`src/design/bsr_pkg.sv`:
```
// ----------------------------------------------------------------------------
// bsr_pkg: shared types and constants of the byte stream reassembler
// Field widths of the input and result channels and the command codes.
// ----------------------------------------------------------------------------
package bsr_pkg;

  localparam int IDX_W   = 64;
  localparam int BYTE_W  = 8;
  localparam int AVAIL_W = 13;
  localparam int PEND_W  = 13;
  localparam int CMD_W   = 2;

  // Code 3 carries no meaning and is handled as a no-op.
  typedef enum logic [CMD_W-1:0] {
    CMD_DATA  = 2'd0,
    CMD_END   = 2'd1,
    CMD_DRAIN = 2'd2
  } cmd_t;

endpackage

```
`src/design/bsr_window.sv`:
```
// ----------------------------------------------------------------------------
// bsr_window: receive window check and ring slot of one stream index
// Tests an index against [base, base + avail), avail capped at CAPACITY, and maps it to its slot.
// ----------------------------------------------------------------------------
module bsr_window #(
  parameter int CAPACITY = 4096
) (
  input  logic [bsr_pkg::IDX_W-1:0]     base_idx,
  input  logic [$clog2(CAPACITY)-1:0]   base_slot,
  input  logic [bsr_pkg::IDX_W-1:0]     idx,
  input  logic [bsr_pkg::AVAIL_W-1:0]   avail,
  output logic                          hit,
  output logic [$clog2(CAPACITY)-1:0]   slot
);
  import bsr_pkg::*;

  localparam int SW = $clog2(CAPACITY);
  localparam int CW = $clog2(CAPACITY + 1);
  localparam int AW = (CW > AVAIL_W) ? CW : AVAIL_W;

  logic [AW-1:0]    avail_ext;
  logic [AW-1:0]    avail_sat;
  logic [IDX_W-1:0] diff;
  logic [SW:0]      slot_sum;

  assign avail_ext = AW'(avail);
  assign avail_sat = (avail_ext > AW'(CAPACITY)) ? AW'(CAPACITY) : avail_ext;
  assign diff      = idx - base_idx;
  assign hit       = (idx >= base_idx) && (diff < IDX_W'(avail_sat));

  // Offset is below CAPACITY on a hit, so one conditional subtract wraps it.
  assign slot_sum  = (SW+1)'(base_slot) + {1'b0, diff[SW-1:0]};
  assign slot      = (slot_sum >= (SW+1)'(CAPACITY)) ?
                     SW'(slot_sum - (SW+1)'(CAPACITY)) : slot_sum[SW-1:0];

endmodule

```
`config.mk`:
```
export PLATFORM = sky130hd
export DESIGN_NAME = bsr_window
export DESIGN_NICKNAME = d
export VERILOG_FILES = /design/src/design/bsr_pkg.sv /design/src/design/bsr_window.sv
export SDC_FILE = /design/constraint.sdc
export NUM_CORES = 1
export LEC_CHECK = 0
export ABC_AREA = 1
export BUFFER_PORTS_ARGS = -buffer_cell sky130_fd_sc_hd__buf_2
export CORE_MARGIN = 3
export CORE_UTILIZATION = 46
export DETAILED_ROUTE_END_ITERATION = 10
export PLACE_DENSITY_LB_ADDON = 0.3
export SLEW_MARGIN = 20
export SYNTH_ARGS = -nofsm -noshare
export SYNTH_HDL_FRONTEND = slang
export SYNTH_SLANG_ARGS = --single-unit
export TNS_END_PERCENT = 20
```
`constraint.sdc`:
```
create_clock -name vclk -period 4.5
set_input_delay 1.125 -clock vclk [all_inputs]
set_output_delay 1.125 -clock vclk [all_outputs]
set_load 0.01 [all_outputs]
```
; ---- Yosys cells after proc, flatten, opt, wreduce, memory -nomap -nowiden
; Cells that the tools add are included.
[totals]
ff_bits = 0
inputBits = 153
out_inout_bits = 13
word_cells = 10
[op_classes]
n_addsub = 3
magnitude_cmp = 4
mux = 2
reduce_logical = 1
[op_table]
columns = operator, n
row1 = $ge A64 B64 Y1, 1
row2 = $lt A64 B13 Y1, 1
row3 = $sub A64 B64 Y64, 1
row4 = $add A12 B12 Y13, 1
row5 = $ge A13 B13 Y1 const B, 1
row6 = $gt A13 B13 Y1 const B, 1
row7 = $mux W13, 1
row8 = $mux W12, 1
row9 = $sub A12 B1 Y12 const B, 1
row10 = $logic_and A1 B1 Y1, 1

; ---- Longest topological paths before layout
[depth]
depth_word = 4
mapped_depth = 21
depth_no_buf = 21

; ---- Worst setup path after synthesis
; No wires, ideal clock.
[synth_path]
path_type = input port to output port
startpoint = input idx[0] in the netlist's numbering
endpoint = output slot[10]
t_arrival_ps = 3440
t_required_ps = 3375
setup_slack_ps = -65
cell_stages = 18
n_path_buf = 0
path_cell_list = inv_1 ha_1 inv_1 fa_1 nand3_1 nand3_1 xor2_1 ha_1 nand2_1 nand2_1 a21oi_1 inv_1 a21oi_1 o21bai_1 nand2_1 nand2_1 a21oi_1 xnor2_1
[synth_between]
elab_chain_len = 4
word_cells_on_any_way = 5
cone_classes = 3 x add/sub / 1 x order compare / 1 x mux
[synth_rtl]
columns = item, line_no
row1 = from (decl), bsr_window.sv:10  ; input logic [bsr_pkg::IDX_W-1:0] idx,
row2 = $sub A64 B64 Y64 (*), bsr_window.sv:28  ; assign diff = idx - base_idx;
row3 = $add A12 B12 Y13 (*), bsr_window.sv:32  ; assign slot_sum = (SW+1)'(base_slot) + {1'b0, diff[SW-1:0]};
row4 = $sub A12 B1 Y12 / $ge A13 B13 Y1 (equally long branches), "bsr_window.sv:34, bsr_window.sv:33"
row5 = $mux W12 (*), bsr_window.sv:33  ; assign slot = (slot_sum >= (SW+1)'(CAPACITY)) ?
row6 = to (decl), bsr_window.sv:13  ; output logic [$clog2(CAPACITY)-1:0] slot
; Mark *: on every way between the ends. The rest lies on a longest branch, timed or not.

; ---- Final worst setup path
; Ends and elaborated chain as after synthesis.

==> run metrics <==
status complete, but fails checks; failing checks setup timing; MaxCap Viol Count 0; Core ar. 14,200 µm²; setup TNS -1.933 ns; FF/Latch Area 0 µm²; RSZ-0062 raised after global routing true; Routed Antenna Nets 0; fin nets a little over 2k; pwr/cell area around 160 nW/µm²; layout cells sized above 1 between 20% and 30%; Final Critical Period between 4 and 5 ns; Slew Limit Fails 0; placed insts 1,982; Ys Warns 0; dpl hpwl approximately 23 mm; Avg WL per Cell between 10 and 15 µm; DRC Markers 0; CLK BUF 0; worst vdd ir about 0.00013 V; first-pass GRT wire length about 41 mm; Post-DP Area 9321 µm²; TritonRoute pass-1 iters 5; CP Capture Type output port; HP Start base_slot[0]; I/O Pins between 150 and 200; Synth Area per Inst ~4.7 µm²; internal power 0.7033 mW; Tot GR Track Use a little over 30%; Post-Syn Nets 1,694; final sequential cell count 0; Slew Limit Headroom between 70% and 80%; PortBufs 166; Final Cell Area 9716 µm²; CP Data Required Time 3.38 ns; cells after synthesis approximately 1.5k; vias per std cell 4.831; chip width 128.0 µm; die area 16,380 µm²; pre-CTS setup slack -0.4808 ns; setup violators final 8; CTS hold repair buffers 0; Syn-to-layout area delta 41.93%; setup ws final -0.3775 ns; Slew @ Worst Pin 0.3804 ns; Crit Path Max Fanout 3; Hold Slack ~2.6 ns; WP data arrival ~3.8 ns; Worst Setup SP idx[0]; GP Congestion a little under 1; initial core utilization between 40% and 50%; highest clock rate between 200 and 250 MHz; Netlist cell types 30; Psw slightly below 0.9 mW; initial antenna violation count 1; Leak roughly 6.3 nW; Remaining Overflow, GRT 0; Die Ht around 130 µm; number of global-route vias before repair 8,882; row count 43; combinational share of power 100.0%; Sequential Power Share 0%; DR vias roughly 9.6k; DR iter-0 viols ~540; largest net degree at the start of global routing 7; crit path launch type input port; Layout Cells excl Fill ~2.0k; period utilisation layout 108.4%; final hold violations 0; Seq/Total Area, Yosys 0%; Synth Cell Area just under 7000 µm²; clock share of power 0%; kind of critical path in2out; Detailed Route WL between 20 and 30 mm; Sw Share about 55%; HP Class in2out
==> layout by cell type (no fill, tap or decap), types with 8 or more instances in the layout <==
| cell type | count |
|---|---|
| nand2_1 | 569 |
| inv_1 | 338 |
| buf_4 | 190 |
| buf_2 | 165 |
| nor2_1 | 149 |
| nand3_1 | 78 |
| ha_1 | 75 |
| a21oi_1 | 66 |
| nand2_2 | 24 |
| o21ai_0 | 17 |
| nor2_2 | 13 |
| xor2_1 | 12 |
| a21oi_2 | 10 |
| o21bai_1 | 10 |
| ha_4 | 10 |
| nand3b_1 | 9 |
| xor2_2 | 8 |
| nand4_1 | 8 |
==> cell families (layout without fill, tap and decap cells) <==
logic type | Yosys count | count (layout) | synth area share (%)
compound gates | 112 | 112 | 8.902
xor+xnor | 25 | 25 | 3.199
fa+ha+maj | 89 | 89 | 16.49
buf+inv | 347 | 703 | 19.03
other cells | 0 | 1 | 0
simple gates | 879 | 879 | 52.39
==> path summary, 6_finish.rpt <==
| kind | endpoint | slack, ns | depth (start not counted) |
|---|---|---|---|
| max | slot[10] | -0.38 | 20 |
| min | slot[0] | 2.60 | 3 |
==> timing repair <==
action | 4_1_cts | 5_1_grt
gates resized for setup | 32 | 40
endpoints found under the hold margin | 0 | 0
buffers inserted | 4 | 2
pin swaps | 22 | 21
setup endpoints to repair | 7 | 8
==> power by group through the flow <==
stage	combinational, mW	clock, mW	sequential, mW
global placement	1.41	0	0
floorplan	0.814	0	0
CTS	1.49	0	0
finish	1.57	0.0000000297	0
global route	1.73	0.0000000297	0
detailed placement	1.44	0	0
==> cell usage after synthesis (8+ instances only) <==
| cell type | n | area [µm²] |
|---|---|---|
| nor2_1 | 157 | 589.3 |
| a21oi_1 | 74 | 370.4 |
| nand3b_1 | 9 | 67.56 |
| o21bai_1 | 11 | 82.58 |
| ha_1 | 87 | 1089 |
| nand2_1 | 585 | 2196 |
| nand2_2 | 9 | 56.30 |
| xor2_1 | 21 | 183.9 |
| nand4_1 | 8 | 50.05 |
| o21ai_0 | 19 | 95.09 |
| inv_1 | 343 | 1287 |
| nand3_1 | 81 | 405.4 |
==> area by class of cell <==
cell class	instances	area (µm²)
diodes	1	2.502
well taps	180	225.2
inverters	347	1305
repair buffers	356	2263
fillers	1424	4488
multi-input cells	1105	5919
==> stage by stage <==
stage,utilization (%),power (mW)
2_1_floorplan,-,0.8145
3_3_place_gp,65.63,1.413
3_5_place_dp,65.63,1.439
4_1_cts,66.88,1.493
5_1_grt,68.40,1.734
6_report,68.40,1.571
==> routing by layer <==
metal	vias up	share of wire [%]	GRT usage, %
li1	5095	-	-
met1	4147	40	35.80
met2	288	49	57.18
met3	78	5.2	2.375
met4	0	5.1	13.11
met5	-	0	0
==> worst max-delay path: stages <==
cell and delay, ns:
buf_6 0.10, inv_4 0.05, ha_4 0.12, inv_2 0.04, fa_2 0.44, nand3_4 0.13
nand3_4 0.11, xor2_2 0.17, ha_1 0.31, nand2_1 0.08, nand2_2 0.05, a21oi_2 0.16
inv_1 0.09, a21oi_2 0.15, o21bai_1 0.09, nand2_1 0.07, nand2_1 0.06, a21oi_2 0.13
xnor2_1 0.13, buf_2 0.15
Note: power is estimated with default switching activity, not from simulation.
